===== src/msd_pkg.sv =====
// shared types and constants for the mouse shake detector
package msd_pkg;

   localparam int POS_W    = 16;
   localparam int DELTA_W  = 17;
   localparam int COUNT_W  = 8;
   localparam int TICKS_W  = 24;
   localparam int CSR_AW   = 5;
   localparam int CSR_DW   = 32;
   localparam int REG_IDX_W = 3;

   localparam logic OP_MOVE = 1'b0;
   localparam logic OP_TICK = 1'b1;

   localparam logic [REG_IDX_W-1:0] REG_VIEW_LEFT   = 3'd0;
   localparam logic [REG_IDX_W-1:0] REG_VIEW_TOP    = 3'd1;
   localparam logic [REG_IDX_W-1:0] REG_VIEW_RIGHT  = 3'd2;
   localparam logic [REG_IDX_W-1:0] REG_VIEW_BOTTOM = 3'd3;
   localparam logic [REG_IDX_W-1:0] REG_THRESHOLD   = 3'd4;
   localparam logic [REG_IDX_W-1:0] REG_CANCEL      = 3'd5;

   localparam logic [COUNT_W-1:0] COUNT_MAX = 8'd255;

   localparam logic signed [POS_W-1:0] RST_VIEW_LEFT   = 16'sd0;
   localparam logic signed [POS_W-1:0] RST_VIEW_TOP    = 16'sd0;
   localparam logic signed [POS_W-1:0] RST_VIEW_RIGHT  = 16'sd32767;
   localparam logic signed [POS_W-1:0] RST_VIEW_BOTTOM = 16'sd32767;
   localparam logic [COUNT_W-1:0]      RST_THRESHOLD   = 8'd4;
   localparam logic [TICKS_W-1:0]      RST_CANCEL      = 24'd500000;

   typedef struct packed {
      logic signed [POS_W-1:0] view_left;
      logic signed [POS_W-1:0] view_top;
      logic signed [POS_W-1:0] view_right;
      logic signed [POS_W-1:0] view_bottom;
      logic [COUNT_W-1:0]      count_threshold;
      logic [TICKS_W-1:0]      cancel_ticks;
   } cfg_type;

   typedef struct packed {
      logic move;
      logic tick;
   } ctl_type;

   typedef struct packed {
      logic timer_active;
      logic count_zero;
   } track_status_type;

endpackage


===== src/msd_csr.sv =====
// configuration registers with apb-style access
module msd_csr (
   input  logic                          clock,
   input  logic                          reset,
   input  logic                          csr_psel,
   input  logic                          csr_penable,
   input  logic                          csr_pwrite,
   input  logic [msd_pkg::CSR_AW-1:0]    csr_paddr,
   input  logic [msd_pkg::CSR_DW-1:0]    csr_pwdata,
   output logic [msd_pkg::CSR_DW-1:0]    csr_prdata,
   output logic                          csr_pready,
   output msd_pkg::cfg_type              cfg
);

   msd_pkg::cfg_type cfg_ff;
   msd_pkg::cfg_type cfg_in;
   logic [msd_pkg::REG_IDX_W-1:0] reg_idx;
   logic wr_en;

   assign reg_idx    = csr_paddr[msd_pkg::CSR_AW-1:2];
   assign wr_en      = csr_psel && csr_penable && csr_pwrite;
   assign csr_pready = 1'b1;
   assign cfg        = cfg_ff;

   always_comb begin
      cfg_in = cfg_ff;
      if (wr_en) begin
         case (reg_idx)
            msd_pkg::REG_VIEW_LEFT:   cfg_in.view_left   = csr_pwdata[15:0];
            msd_pkg::REG_VIEW_TOP:    cfg_in.view_top    = csr_pwdata[15:0];
            msd_pkg::REG_VIEW_RIGHT:  cfg_in.view_right  = csr_pwdata[15:0];
            msd_pkg::REG_VIEW_BOTTOM: cfg_in.view_bottom = csr_pwdata[15:0];
            msd_pkg::REG_THRESHOLD:   cfg_in.count_threshold = csr_pwdata[7:0];
            msd_pkg::REG_CANCEL:      cfg_in.cancel_ticks    = csr_pwdata[23:0];
            default: begin
            end
         endcase
      end
   end

   always_comb begin
      case (reg_idx)
         msd_pkg::REG_VIEW_LEFT:   csr_prdata = {16'd0, cfg_ff.view_left};
         msd_pkg::REG_VIEW_TOP:    csr_prdata = {16'd0, cfg_ff.view_top};
         msd_pkg::REG_VIEW_RIGHT:  csr_prdata = {16'd0, cfg_ff.view_right};
         msd_pkg::REG_VIEW_BOTTOM: csr_prdata = {16'd0, cfg_ff.view_bottom};
         msd_pkg::REG_THRESHOLD:   csr_prdata = {24'd0, cfg_ff.count_threshold};
         msd_pkg::REG_CANCEL:      csr_prdata = {8'd0, cfg_ff.cancel_ticks};
         default:                  csr_prdata = '0;
      endcase
   end

   always_ff @(posedge clock) begin
      if (reset) begin
         cfg_ff.view_left       <= msd_pkg::RST_VIEW_LEFT;
         cfg_ff.view_top        <= msd_pkg::RST_VIEW_TOP;
         cfg_ff.view_right      <= msd_pkg::RST_VIEW_RIGHT;
         cfg_ff.view_bottom     <= msd_pkg::RST_VIEW_BOTTOM;
         cfg_ff.count_threshold <= msd_pkg::RST_THRESHOLD;
         cfg_ff.cancel_ticks    <= msd_pkg::RST_CANCEL;
      end else begin
         cfg_ff <= cfg_in;
      end
   end

endmodule


===== src/msd_window.sv =====
// view filter, delta window and moving sums
module msd_window #(
   parameter int WINDOW = 8,
   parameter int SUM_W  = 20
) (
   input  logic                                 clock,
   input  logic                                 reset,
   input  logic                                 adv,
   input  logic                                 in_valid,
   input  logic                                 in_opcode,
   input  logic signed [msd_pkg::POS_W-1:0]     in_x,
   input  logic signed [msd_pkg::POS_W-1:0]     in_y,
   input  msd_pkg::cfg_type                     cfg,
   output msd_pkg::ctl_type                     a_ctl,
   output logic signed [SUM_W-1:0]              a_sum_x,
   output logic signed [SUM_W-1:0]              a_sum_y,
   output logic signed [SUM_W-1:0]              a_prev_x,
   output logic signed [SUM_W-1:0]              a_prev_y
);

   logic signed [msd_pkg::DELTA_W-1:0] win_x_ff [WINDOW];
   logic signed [msd_pkg::DELTA_W-1:0] win_y_ff [WINDOW];
   logic signed [msd_pkg::DELTA_W-1:0] win_x_in [WINDOW];
   logic signed [msd_pkg::DELTA_W-1:0] win_y_in [WINDOW];
   logic signed [SUM_W-1:0] sum_x_ff, sum_y_ff, sum_x_in, sum_y_in;
   logic signed [msd_pkg::POS_W-1:0] last_x_ff, last_y_ff;
   logic signed [msd_pkg::POS_W-1:0] view_left, view_top, view_right, view_bottom;
   logic signed [msd_pkg::DELTA_W-1:0] dx, dy;
   logic in_rect, is_move, is_tick;
   msd_pkg::ctl_type a_ctl_ff;
   logic signed [SUM_W-1:0] a_sum_x_ff, a_sum_y_ff, a_prev_x_ff, a_prev_y_ff;

   assign view_left   = cfg.view_left;
   assign view_top    = cfg.view_top;
   assign view_right  = cfg.view_right;
   assign view_bottom = cfg.view_bottom;

   always_comb begin
      in_rect = (in_x >= view_left) && (in_x <= view_right) &&
                (in_y >= view_top) && (in_y <= view_bottom);
      is_move = in_valid && (in_opcode == msd_pkg::OP_MOVE) && in_rect;
      is_tick = in_valid && (in_opcode == msd_pkg::OP_TICK);
      dx = msd_pkg::DELTA_W'(in_x) - msd_pkg::DELTA_W'(last_x_ff);
      dy = msd_pkg::DELTA_W'(in_y) - msd_pkg::DELTA_W'(last_y_ff);
      sum_x_in = sum_x_ff - SUM_W'(win_x_ff[0]) + SUM_W'(dx);
      sum_y_in = sum_y_ff - SUM_W'(win_y_ff[0]) + SUM_W'(dy);
      for (int i = 0; i < WINDOW - 1; i++) begin
         win_x_in[i] = win_x_ff[i+1];
         win_y_in[i] = win_y_ff[i+1];
      end
      win_x_in[WINDOW-1] = dx;
      win_y_in[WINDOW-1] = dy;
   end

   always_ff @(posedge clock) begin
      if (reset) begin
         a_ctl_ff  <= '0;
         sum_x_ff  <= '0;
         sum_y_ff  <= '0;
         last_x_ff <= '0;
         last_y_ff <= '0;
         for (int i = 0; i < WINDOW; i++) begin
            win_x_ff[i] <= '0;
            win_y_ff[i] <= '0;
         end
      end else if (adv) begin
         a_ctl_ff.move <= is_move;
         a_ctl_ff.tick <= is_tick;
         if (is_move) begin
            sum_x_ff  <= sum_x_in;
            sum_y_ff  <= sum_y_in;
            last_x_ff <= in_x;
            last_y_ff <= in_y;
            for (int i = 0; i < WINDOW; i++) begin
               win_x_ff[i] <= win_x_in[i];
               win_y_ff[i] <= win_y_in[i];
            end
         end
      end
   end

   // payload of the next stage
   always_ff @(posedge clock) begin
      if (adv) begin
         a_sum_x_ff  <= sum_x_in;
         a_sum_y_ff  <= sum_y_in;
         a_prev_x_ff <= sum_x_ff;
         a_prev_y_ff <= sum_y_ff;
      end
   end

   assign a_ctl    = a_ctl_ff;
   assign a_sum_x  = a_sum_x_ff;
   assign a_sum_y  = a_sum_y_ff;
   assign a_prev_x = a_prev_x_ff;
   assign a_prev_y = a_prev_y_ff;

endmodule


===== src/msd_dot.sv =====
// products of the new and previous moving sums
module msd_dot #(
   parameter int SUM_W = 20
) (
   input  logic                          clock,
   input  logic                          reset,
   input  logic                          adv,
   input  msd_pkg::ctl_type              a_ctl,
   input  logic signed [SUM_W-1:0]       a_sum_x,
   input  logic signed [SUM_W-1:0]       a_sum_y,
   input  logic signed [SUM_W-1:0]       a_prev_x,
   input  logic signed [SUM_W-1:0]       a_prev_y,
   output msd_pkg::ctl_type              b_ctl,
   output logic signed [2*SUM_W-1:0]     prod_x,
   output logic signed [2*SUM_W-1:0]     prod_y
);

   msd_pkg::ctl_type b_ctl_ff;
   logic signed [2*SUM_W-1:0] prod_x_ff, prod_y_ff;

   always_ff @(posedge clock) begin
      if (reset) begin
         b_ctl_ff <= '0;
      end else if (adv) begin
         b_ctl_ff <= a_ctl;
      end
   end

   always_ff @(posedge clock) begin
      if (adv) begin
         prod_x_ff <= a_sum_x * a_prev_x;
         prod_y_ff <= a_sum_y * a_prev_y;
      end
   end

   assign b_ctl  = b_ctl_ff;
   assign prod_x = prod_x_ff;
   assign prod_y = prod_y_ff;

endmodule


===== src/msd_count.sv =====
// u-turn counter, cancel timer and result register
module msd_count #(
   parameter int SUM_W = 20
) (
   input  logic                                clock,
   input  logic                                reset,
   input  logic                                adv,
   input  msd_pkg::ctl_type                    b_ctl,
   input  logic signed [2*SUM_W-1:0]           prod_x,
   input  logic signed [2*SUM_W-1:0]           prod_y,
   input  msd_pkg::cfg_type                    cfg,
   output logic                                rsp_valid,
   output logic [msd_pkg::COUNT_W-1:0]         rsp_shake_count,
   output msd_pkg::track_status_type           status
);

   localparam int DOT_W = 2 * SUM_W + 1;

   logic signed [DOT_W-1:0] dot;
   logic uturn;
   logic [msd_pkg::COUNT_W-1:0] count_ff, count_in, bumped;
   logic [msd_pkg::TICKS_W-1:0] rem_ff, rem_in;
   logic active_ff, active_in;
   logic emit;
   logic rsp_valid_ff;
   logic [msd_pkg::COUNT_W-1:0] rsp_count_ff;

   always_comb begin
      dot       = DOT_W'(prod_x) + DOT_W'(prod_y);
      uturn     = b_ctl.move && dot[DOT_W-1];
      count_in  = count_ff;
      rem_in    = rem_ff;
      active_in = active_ff;
      emit      = 1'b0;
      bumped    = (count_ff == msd_pkg::COUNT_MAX) ? count_ff :
                  count_ff + msd_pkg::COUNT_W'(1);
      if (b_ctl.tick && active_ff) begin
         if (rem_ff <= msd_pkg::TICKS_W'(1)) begin
            rem_in    = '0;
            active_in = 1'b0;
            count_in  = '0;
         end else begin
            rem_in = rem_ff - msd_pkg::TICKS_W'(1);
         end
      end
      if (uturn) begin
         if (count_ff == '0) begin
            rem_in    = cfg.cancel_ticks;
            active_in = 1'b1;
         end
         count_in = bumped;
         emit     = (bumped >= cfg.count_threshold);
      end
   end

   always_ff @(posedge clock) begin
      if (reset) begin
         count_ff     <= '0;
         rem_ff       <= '0;
         active_ff    <= 1'b0;
         rsp_valid_ff <= 1'b0;
      end else if (adv) begin
         count_ff     <= count_in;
         rem_ff       <= rem_in;
         active_ff    <= active_in;
         rsp_valid_ff <= emit;
      end
   end

   always_ff @(posedge clock) begin
      if (adv) begin
         rsp_count_ff <= count_in;
      end
   end

   assign rsp_valid           = rsp_valid_ff;
   assign rsp_shake_count     = rsp_count_ff;
   assign status.timer_active = active_ff;
   assign status.count_zero   = (count_ff == '0);

endmodule


===== src/mouse_shake_detector.sv =====
// mouse shake detector top level
// path: a result item reaches rsp_valid through the input, sum, product and result registers in turn
// throughput: one item per cycle while no held result stalls; input, sum, product and result registers advance together
// a held result stalls the whole pipeline, and req_ready follows the result slot
// reset clears the window, sums, counter, timer, valid bits and restores register defaults
module mouse_shake_detector #(
   parameter int WINDOW = 8
) (
   input  logic                               clock,
   input  logic                               reset,
   input  logic                               req_valid,
   output logic                               req_ready,
   input  logic                               req_opcode,
   input  logic signed [msd_pkg::POS_W-1:0]   req_pos_x,
   input  logic signed [msd_pkg::POS_W-1:0]   req_pos_y,
   output logic                               rsp_valid,
   input  logic                               rsp_ready,
   output logic [msd_pkg::COUNT_W-1:0]        rsp_shake_count,
   input  logic                               csr_psel,
   input  logic                               csr_penable,
   input  logic                               csr_pwrite,
   input  logic [msd_pkg::CSR_AW-1:0]         csr_paddr,
   input  logic [msd_pkg::CSR_DW-1:0]         csr_pwdata,
   output logic [msd_pkg::CSR_DW-1:0]         csr_prdata,
   output logic                               csr_pready
);

   localparam int SUM_W = msd_pkg::DELTA_W + $clog2(WINDOW);

   msd_pkg::cfg_type cfg;
   msd_pkg::ctl_type a_ctl, b_ctl;
   msd_pkg::track_status_type status;
   logic adv;
   logic in_valid_ff, in_opcode_ff;
   logic signed [msd_pkg::POS_W-1:0] in_x_ff, in_y_ff;
   logic signed [SUM_W-1:0] a_sum_x, a_sum_y, a_prev_x, a_prev_y;
   logic signed [2*SUM_W-1:0] prod_x, prod_y;

   assign adv       = !rsp_valid || rsp_ready;
   assign req_ready = adv;

   always_ff @(posedge clock) begin
      if (reset) begin
         in_valid_ff <= 1'b0;
      end else if (adv) begin
         in_valid_ff <= req_valid;
      end
   end

   always_ff @(posedge clock) begin
      if (adv) begin
         in_opcode_ff <= req_opcode;
         in_x_ff      <= req_pos_x;
         in_y_ff      <= req_pos_y;
      end
   end

   msd_csr u_csr (
      .clock       (clock),
      .reset       (reset),
      .csr_psel    (csr_psel),
      .csr_penable (csr_penable),
      .csr_pwrite  (csr_pwrite),
      .csr_paddr   (csr_paddr),
      .csr_pwdata  (csr_pwdata),
      .csr_prdata  (csr_prdata),
      .csr_pready  (csr_pready),
      .cfg         (cfg)
   );

   msd_window #(
      .WINDOW (WINDOW),
      .SUM_W  (SUM_W)
   ) u_window (
      .clock     (clock),
      .reset     (reset),
      .adv       (adv),
      .in_valid  (in_valid_ff),
      .in_opcode (in_opcode_ff),
      .in_x      (in_x_ff),
      .in_y      (in_y_ff),
      .cfg       (cfg),
      .a_ctl     (a_ctl),
      .a_sum_x   (a_sum_x),
      .a_sum_y   (a_sum_y),
      .a_prev_x  (a_prev_x),
      .a_prev_y  (a_prev_y)
   );

   msd_dot #(
      .SUM_W (SUM_W)
   ) u_dot (
      .clock    (clock),
      .reset    (reset),
      .adv      (adv),
      .a_ctl    (a_ctl),
      .a_sum_x  (a_sum_x),
      .a_sum_y  (a_sum_y),
      .a_prev_x (a_prev_x),
      .a_prev_y (a_prev_y),
      .b_ctl    (b_ctl),
      .prod_x   (prod_x),
      .prod_y   (prod_y)
   );

   msd_count #(
      .SUM_W (SUM_W)
   ) u_count (
      .clock           (clock),
      .reset           (reset),
      .adv             (adv),
      .b_ctl           (b_ctl),
      .prod_x          (prod_x),
      .prod_y          (prod_y),
      .cfg             (cfg),
      .rsp_valid       (rsp_valid),
      .rsp_shake_count (rsp_shake_count),
      .status          (status)
   );

`ifndef SYNTH
   a_accept_loads: assert property (@(posedge clock) disable iff (reset)
      (req_valid && req_ready) |=> in_valid_ff)
      else $error("accepted item did not reach the input register");

   a_count_needs_timer: assert property (@(posedge clock) disable iff (reset)
      !status.timer_active |-> status.count_zero)
      else $error("u-turn count held without a running cancel timer");

   a_report_nonzero: assert property (@(posedge clock) disable iff (reset)
      rsp_valid |-> (rsp_shake_count != '0) && status.timer_active)
      else $error("shake report with zero count or idle timer");
`endif

endmodule


===== config.mk =====
export PLATFORM = sky130hd
export DESIGN_NAME = mouse_shake_detector
export DESIGN_NICKNAME = d
export VERILOG_FILES = /design/src/msd_pkg.sv /design/src/msd_csr.sv /design/src/msd_window.sv /design/src/msd_dot.sv /design/src/msd_count.sv /design/src/mouse_shake_detector.sv
export SDC_FILE = /design/constraint.sdc
export NUM_CORES = 2
export LEC_CHECK = 0
export CORE_ASPECT_RATIO = 1.25
export CORE_MARGIN = 1
export CORE_UTILIZATION = 25
export CTS_CLUSTER_DIAMETER = 120
export CTS_CLUSTER_SIZE = 30
export DETAILED_ROUTE_END_ITERATION = 10
export DONT_BUFFER_PORTS = 1
export SLEW_MARGIN = 20
export SYNTH_ARGS = -nofsm -noshare
export SYNTH_HDL_FRONTEND = slang
export SYNTH_SLANG_ARGS = --single-unit
export TNS_END_PERCENT = 30

===== constraint.sdc =====
create_clock -name clock -period 11.2 [get_ports clock]
set_input_delay 1.68 -clock clock [delete_from_list [all_inputs] [get_ports clock]]
set_output_delay 1.68 -clock clock [all_outputs]
set_load 0.03 [all_outputs]

After elaboration in Yosys (flattened, before gate mapping)
Memory sizes are Yosys's and may differ from the RTL's.
Cells that the tools add are included.
Word-level totals
  register bits: 408
  bits in writable memories: 272
  input port bits: 77
  word-level logic and storage cells: 128
  memories: 2
Operators by class
  $add $sub $neg: 9
  $mul: 2
  order comparisons: 6
  equal/unequal tests: 6
  muxes and demuxes: 36
  bitwise gates (word level): 17
  reductions and logical operators: 21
Memory list
  u_window.win_x_ff: words 8, width 17, read ports 8, clocked after Yosys merged registers in 0, wr ports 8, RTL line msd_window.sv:21  | logic signed [msd_pkg::DELTA_W-1:0] win_x_ff [WINDOW];
  u_window.win_y_ff: words 8, width 17, read ports 8, clocked after Yosys merged registers in 0, wr ports 8, RTL line msd_window.sv:22  | logic signed [msd_pkg::DELTA_W-1:0] win_y_ff [WINDOW];
Operator list (count)
  $mux 17: 16
  $pmux 24 s6: 1
  $mux 24: 4
  $mul 20x20->40: 2
  $add 40x40->41: 1
  $add 20x17->20: 2
  $sub 20x17->20: 2
  $sub 16x16->17: 2
  $ge 16x16->1: 2
  $le 16x16->1: 2
  $mux 8: 4
  $le 24x1->1 const B: 1
  $sub 24x1->24 const B: 1
  $or 1x1->1: 16
  $reduce_and 2->1: 7
  $mux 1: 11
  $logic_and 1x1->1: 10
  $add 8x1->8 const B: 1
  $eq 8x8->1 const B: 1
  $ge 8x8->1: 1
  $logic_not 8->1: 1
  $eq 3x2->1 const B: 2
  $eq 3x3->1 const B: 2
  $eq 3x1->1 const B: 1
  other kinds (4): 4

Depth between registers and ports, before layout
  word-level depth: 10
  gate-level depth with buffers: 27
  gate-level depth less buffers: 26

Cells and area by module
Synthesis repeated with hierarchy kept, for this count alone.
Unflattened totals
  cells, all modules: 6268
  area total of the unflattened synthesis: 63591.0 µm²
Modules (own cells, without submodules)
  msd_dot: times used 1, cells an instance 3428, area an instance 32920.3 µm²
  msd_window: times used 1, cells an instance 1840, area an instance 21355.5 µm²
  msd_csr: times used 1, cells an instance 514, area an instance 4634.4 µm²
  msd_count: times used 1, cells an instance 448, area an instance 3638.5 µm²
  mouse_shake_detector: times used 1, cells an instance 38, area an instance 1042.2 µm²

Worst setup path after synthesis
OpenSTA, ideal clock, no wires.
  path type: in2out
  start: input port rsp_ready
  end: output port req_ready
  arrival: 8.088 ns
  required time: 9.520 ns
  path slack: 1.432 ns
  stages on the path: 5
  buffers on the path: 3
  cells stage by stage: nor2b_1 -> clkbuf_1 -> inv_1 -> clkbuf_1 -> buf_1
Between the ends
  word-level cells in the longest chain between the ends: 1
RTL lines
  start, declared: RTL line mouse_shake_detector.sv:17  | input logic rsp_ready,
  $logic_or 1x1->1: RTL line mouse_shake_detector.sv:39  | assign adv = !rsp_valid || rsp_ready;
  end, declared: RTL line mouse_shake_detector.sv:12  | output logic req_ready,
Every way passes these cells.

Worst setup path after layout
  start: register u_window.a_sum_y_ff[10], in the netlist u_window.a_sum_y[10]
  end: register u_dot.prod_y_ff[38], in the netlist u_dot.prod_y[38], data pin
Between the ends
  word-level cells in the longest chain between the ends: 1
RTL lines
  start, declared: RTL line msd_window.sv:31  | logic signed [SUM_W-1:0] a_sum_x_ff, a_sum_y_ff, a_prev_x_ff, a_prev_y_ff;
  start signal, assigned: RTL line msd_window.sv:86  | a_sum_y_ff <= sum_y_in;
  $mul 20x20->40: RTL line msd_dot.sv:32  | prod_y_ff <= a_sum_y * a_prev_y;
  end signal, assigned: RTL line msd_dot.sv:32
  end, declared: RTL line msd_dot.sv:19  | logic signed [2*SUM_W-1:0] prod_x_ff, prod_y_ff;
Every way passes these cells.
A chain may end at the register's enable or synchronous reset.

==> flow_results.xml <==
<?xml version="1.0" encoding="UTF-8"?>
<metrics>
  <group name="placed_design">
    <metric name="hpwlAfterDp" unit="mm">107</metric>
    <metric name="gp_congestion" unit="">0.867</metric>
    <metric name="detailedPlace.worstSlack" unit="ps">3290</metric>
    <metric name="portBuffers" unit="">0</metric>
    <metric name="placedInstanceArea" unit="mm²">0.0653</metric>
    <metric name="post-place-cells" unit="">9164</metric>
  </group>
  <group name="job">
    <metric name="timing.max_cap.violations" unit="">0</metric>
  </group>
  <group name="power">
    <metric name="leakagePower" unit="nW">30.0</metric>
    <metric name="power.switching" unit="mW">2.00</metric>
    <metric name="power_report.internal_total" unit="mW">3.88</metric>
    <metric name="power.density_cell_area" unit="mW/mm²">88.9</metric>
    <metric name="p_seq_frac" unit="">0.570</metric>
    <metric name="combinational_power_share" unit="">0.204</metric>
    <metric name="pwr-share-clk" unit="">0.226</metric>
    <metric name="ir_worst_vdd" unit="mV">0.149</metric>
    <metric name="swShare" unit="">0.341</metric>
  </group>
  <group name="worst_setup_path">
    <metric name="crit_path_cell_trace" unit="">nand2_1 &gt; fa_1 &gt; inv_1 &gt; fa_1 &gt; inv_1 &gt; fa_1 &gt; fa_1 &gt; fa_1 &gt; inv_1 &gt; fa_1 &gt; inv_1 &gt; fa_1 &gt; inv_1 &gt; ha_1 &gt; a21o_1 &gt; a21oi_1 &gt; o21ai_0 &gt; a221o_1 &gt; a41oi_1 &gt; o21ai_1 &gt; a2111oi_0 &gt; o21ba_1 &gt; o21bai_1 &gt; xor2_1</metric>
    <metric name="ff2ff_path_depth" unit="">24</metric>
    <metric name="cp-startpoint" unit="">u_window.a_sum_y[10]</metric>
    <metric name="timing.critical_path.to" unit="">u_dot.prod_y[38]</metric>
    <metric name="worst_path_most_repeated_cell" unit="">sky130_fd_sc_hd__fa_1</metric>
    <metric name="worst-r2r-setup-slack" unit="ps">3240</metric>
    <metric name="cp.arrival" unit="ps">8360</metric>
    <metric name="critical_path_peak_fanout" unit="">20</metric>
    <metric name="critical-path-max-stage-delay" unit="ps">980</metric>
    <metric name="crit_path_top_delay_cell" unit="">sky130_fd_sc_hd__edfxtp_1</metric>
    <metric name="path_class" unit="">flop to flop</metric>
    <metric name="cp.required" unit="ps">11600</metric>
    <metric name="launching_element_type_of_the_critical_path" unit="">flop</metric>
    <metric name="r2r-start" unit="">u_window.a_sum_y[10]</metric>
    <metric name="cp-end-kind" unit="">flop</metric>
    <metric name="end_of_the_worst_register_to_register_path" unit="">u_dot.prod_y[38]</metric>
  </group>
  <group name="floorplan">
    <metric name="die_h" unit="µm">559</metric>
    <metric name="floorplan.io_pins" unit="">120</metric>
    <metric name="core_area" unit="mm²">0.247</metric>
    <metric name="die_area" unit="mm²">0.250</metric>
    <metric name="die_w" unit="µm">448</metric>
    <metric name="starting_density_of_the_core" unit="">0.251</metric>
    <metric name="placementRows" unit="">204</metric>
  </group>
  <group name="routing">
    <metric name="drt_iter0_markers" unit="">2378</metric>
    <metric name="route.detailed.drc" unit="">0</metric>
    <metric name="drt_pre_antenna_iters" unit="">5</metric>
    <metric name="ant_nets" unit="">0</metric>
    <metric name="detail_route.vias_per_cell" unit="">4.41</metric>
    <metric name="via_count_of_the_routed_design" unit="">40600</metric>
    <metric name="routedWlPerCell" unit="µm">15.0</metric>
    <metric name="wl" unit="mm">138</metric>
  </group>
  <group name="yosys">
    <metric name="post_synth_inst_count" unit="">6122</metric>
    <metric name="netlist-cell-type-count" unit="">90</metric>
    <metric name="synth-seq-cells" unit="">680</metric>
    <metric name="synthTopCellsByArea" unit="">sky130_fd_sc_hd__fa_1 (28%), sky130_fd_sc_hd__edfxtp_1 (23%), sky130_fd_sc_hd__ha_1 (8.1%), sky130_fd_sc_hd__dfxtp_1 (6.7%), sky130_fd_sc_hd__and2_1 (6.5%)</metric>
    <metric name="synth.avg_cell_area" unit="µm²">10.1</metric>
    <metric name="synth.mux.area_fraction" unit="">0.00512</metric>
    <metric name="dominant_combinational_cell_family_by_area_after_synthesis" unit="">adder cells</metric>
    <metric name="synth_warnings" unit="">0</metric>
    <metric name="synthMostInstantiatedCell" unit="">sky130_fd_sc_hd__inv_1</metric>
    <metric name="synthTopCellsByCount" unit="">sky130_fd_sc_hd__inv_1 (1056), sky130_fd_sc_hd__fa_1 (880), sky130_fd_sc_hd__nand2_1 (720)</metric>
    <metric name="number_of_flops_mapped_to_enable_cells_by_yosys" unit="">473</metric>
    <metric name="synth.top_cell.area_share" unit="">0.284</metric>
    <metric name="postSynth.asyncResetShare" unit="">0</metric>
    <metric name="seq_area_frac_synth" unit="">0.296</metric>
    <metric name="synthAdderAreaFrac" unit="">0.365</metric>
    <metric name="synthesis.area" unit="mm²">0.0620</metric>
    <metric name="synth_compound_area_frac" unit="">0.0683</metric>
    <metric name="synth_xor_xnor_area_share" unit="">0.0223</metric>
    <metric name="post-synth-top-area-cell" unit="">sky130_fd_sc_hd__fa_1</metric>
    <metric name="synthFlopType" unit="">sky130_fd_sc_hd__edfxtp_1</metric>
    <metric name="synthSimpleGateAreaFrac" unit="">0.161</metric>
  </group>
  <group name="sta">
    <metric name="total_neg_setup_slack" unit="ps">0</metric>
    <metric name="max-slew-margin-rel" unit="">0.259</metric>
    <metric name="post_route_setup_slack" unit="ps">3240</metric>
    <metric name="hold_slack" unit="ps">459</metric>
    <metric name="timing_worst_slew_pin_value" unit="ps">1110</metric>
    <metric name="skew" unit="ps">43.8</metric>
    <metric name="post-route-period-util" unit="">0.711</metric>
    <metric name="setup-violations-final" unit="">0</metric>
    <metric name="achievable-frequency" unit="MHz">126</metric>
    <metric name="fin_crit" unit="ps">7960</metric>
    <metric name="timing.final.max_slew_violations" unit="">0</metric>
    <metric name="rsz_0062_raised_after_global_routing" unit="">no</metric>
    <metric name="hold_violations" unit="">0</metric>
  </group>
  <group name="clock_network">
    <metric name="cts-buffers-inserted" unit="">28</metric>
    <metric name="clkSlewWorstSetupHoldPaths" unit="ps">120</metric>
    <metric name="cts_num_sinks" unit="">680</metric>
    <metric name="cts_post_setup_buffers_inserted" unit="">0</metric>
    <metric name="cts_max_level" unit="">1</metric>
    <metric name="post_cts_resized" unit="">0</metric>
    <metric name="hold_buffers" unit="">0</metric>
    <metric name="max_clock_buf_depth" unit="">3</metric>
    <metric name="clkLatencyLatePin" unit="ps">630</metric>
    <metric name="cts_root_buffer" unit="">sky130_fd_sc_hd__clkbuf_16</metric>
    <metric name="tritoncts" unit="">built</metric>
  </group>
  <group name="global_routing">
    <metric name="antenna_violations_before_repair" unit="">1</metric>
    <metric name="pin_count_of_the_biggest_net_entering_global_routing" unit="">278</metric>
    <metric name="grt_pass1_vias" unit="">43300</metric>
    <metric name="globalRoute.totalOverflow" unit="">0</metric>
    <metric name="gr-usage-all-layers" unit="">0.112</metric>
    <metric name="first_pass_grt_wire_length" unit="mm">227</metric>
  </group>
  <group name="worst_hold_path">
    <metric name="timing.hold.worst.class" unit="">flop to flop</metric>
  </group>
  <group name="layout">
    <metric name="layout_overhead_on_the_synthesized_area" unit="%">6.75</metric>
    <metric name="instances_no_fill" unit="">9217</metric>
    <metric name="layout-drive-gt1-share" unit="">0.0191</metric>
    <metric name="finished_cell_area" unit="mm²">0.0662</metric>
    <metric name="finalNetCount" unit="">7258</metric>
  </group>
  <group name="run_status">
    <metric name="result_of_the_run" unit="">complete, no violations</metric>
  </group>
</metrics>
worst min-delay path by stage:
| stage | from | end | cells past startpoint |
|---|---|---|---|
| CTS | u_window.last_x_ff[13] | u_window.last_x_ff[13] | 2 |
| global route | u_window.last_y_ff[11] | u_window.last_y_ff[11] | 2 |
| finish | u_window.last_y_ff[8] | u_window.last_y_ff[8] | 2 |
| floorplan | u_window.sum_x_ff[0] | u_window.a_prev_x[0] | 0 |
| detailed placement | u_window.last_x_ff[13] | u_window.last_x_ff[13] | 2 |
| global placement | u_window.last_x_ff[13] | u_window.last_x_ff[13] | 2 |
power by group through the flow:
| stage | Clock (mW) | Combinational [mW] | Sequential, mW |
|---|---|---|---|
| 6_report | 1.33 | 1.20 | 3.35 |
| 5_1_grt | 1.46 | 1.35 | 3.38 |
| 4_1_cts | 1.38 | 1.22 | 3.34 |
| 3_5_place_dp | 0 | 1.21 | 3.40 |
| 3_3_place_gp | 0 | 1.18 | 3.39 |
| 2_1_floorplan | 0 | 1.07 | 3.00 |
routing by layer:
layer / track usage / share of wire
met3: 0.0111 / 0.037
met4: 0.0323 / 0.030
met5: 0 / 0
met1: 0.133 / 0.40
met2: 0.209 / 0.53
critical path, delay by kind of cell, from the launching register on:
family                   cells  cell delay, ps
AND/OR/NAND/NOR              1             180
buffers and inverters        5             250
XOR/XNOR                     1             140
AO/OA/AOI/OAI                9            2380
adder cells (fa/ha/maj)      8            3770
flip-flops                   1             980
final cells by class:
class | instances | area [µm²]
antenna | 1 | 2.50
clock buffer | 46 | 811
clock inverter | 6 | 92.6
fill | 25900 | 181000
inverter | 1057 | 3980
multi-input combinational | 4106 | 38600
sequential | 680 | 18300
tap | 3296 | 4120
timing repair buffer | 25 | 204
cell usage in the layout, fill, tap and decap left out, types with 19 or more instances in the layout:
| cell type | n |
|---|---|
| sky130_fd_sc_hd__o21ai_1 | 24 |
| sky130_fd_sc_hd__a22oi_1 | 23 |
| sky130_fd_sc_hd__nor4_1 | 20 |
| sky130_fd_sc_hd__a211oi_1 | 27 |
| sky130_fd_sc_hd__a21o_1 | 61 |
| sky130_fd_sc_hd__and3_1 | 32 |
| sky130_fd_sc_hd__o21bai_1 | 22 |
| sky130_fd_sc_hd__edfxtp_1 | 473 |
| sky130_fd_sc_hd__nand3_1 | 57 |
| sky130_fd_sc_hd__dfxtp_1 | 207 |
| sky130_fd_sc_hd__ha_1 | 403 |
| sky130_fd_sc_hd__o21ai_0 | 102 |
| sky130_fd_sc_hd__nor2b_1 | 89 |
| sky130_fd_sc_hd__fa_1 | 880 |
| sky130_fd_sc_hd__a21oi_1 | 268 |
| sky130_fd_sc_hd__nand4_1 | 29 |
| sky130_fd_sc_hd__nor3_1 | 56 |
| sky130_fd_sc_hd__nor2_1 | 170 |
| sky130_fd_sc_hd__nand3b_1 | 25 |
| sky130_fd_sc_hd__nand2b_1 | 37 |
| sky130_fd_sc_hd__xnor2_1 | 115 |
| sky130_fd_sc_hd__xor2_1 | 43 |
| sky130_fd_sc_hd__inv_1 | 1054 |
| sky130_fd_sc_hd__clkbuf_16 | 30 |
| sky130_fd_sc_hd__nand2_1 | 720 |
| sky130_fd_sc_hd__buf_4 | 23 |
| sky130_fd_sc_hd__and2_1 | 643 |
| sky130_fd_sc_hd__o21a_1 | 19 |
| sky130_fd_sc_hd__a31oi_1 | 28 |
through the flow:
step	power, mW	util
after floorplan	4.07	-
after global placement	4.57	0.265
after detailed placement	4.61	0.265
after CTS	5.94	0.268
after global routing	6.19	0.268
final	5.88	0.268
state kept, by name, indices dropped and copies added, names as in the netlist, 20 cells and up:
name / count
u_window.win_x_ff: 136
u_window.win_y_ff: 136
u_csr.cfg: 96
u_dot.prod_x: 40
u_dot.prod_y: 40
u_count.rem_ff: 24
u_window.a_prev_x: 20
u_window.a_prev_y: 20
u_window.a_sum_x: 20
u_window.a_sum_y: 20
u_window.sum_x_ff: 20
u_window.sum_y_ff: 20
logic make-up after synthesis:
logic type,count (synthesis)
and+or+nand+nor,1944
buffers and inverters,1343
adders and majority gates,1283
AOI/OAI and AO/OA,686
DFF,680
xor gates and xnor gates,158
muxes,26
other,2
No activity file was read; power rests on OpenSTA's default activity.
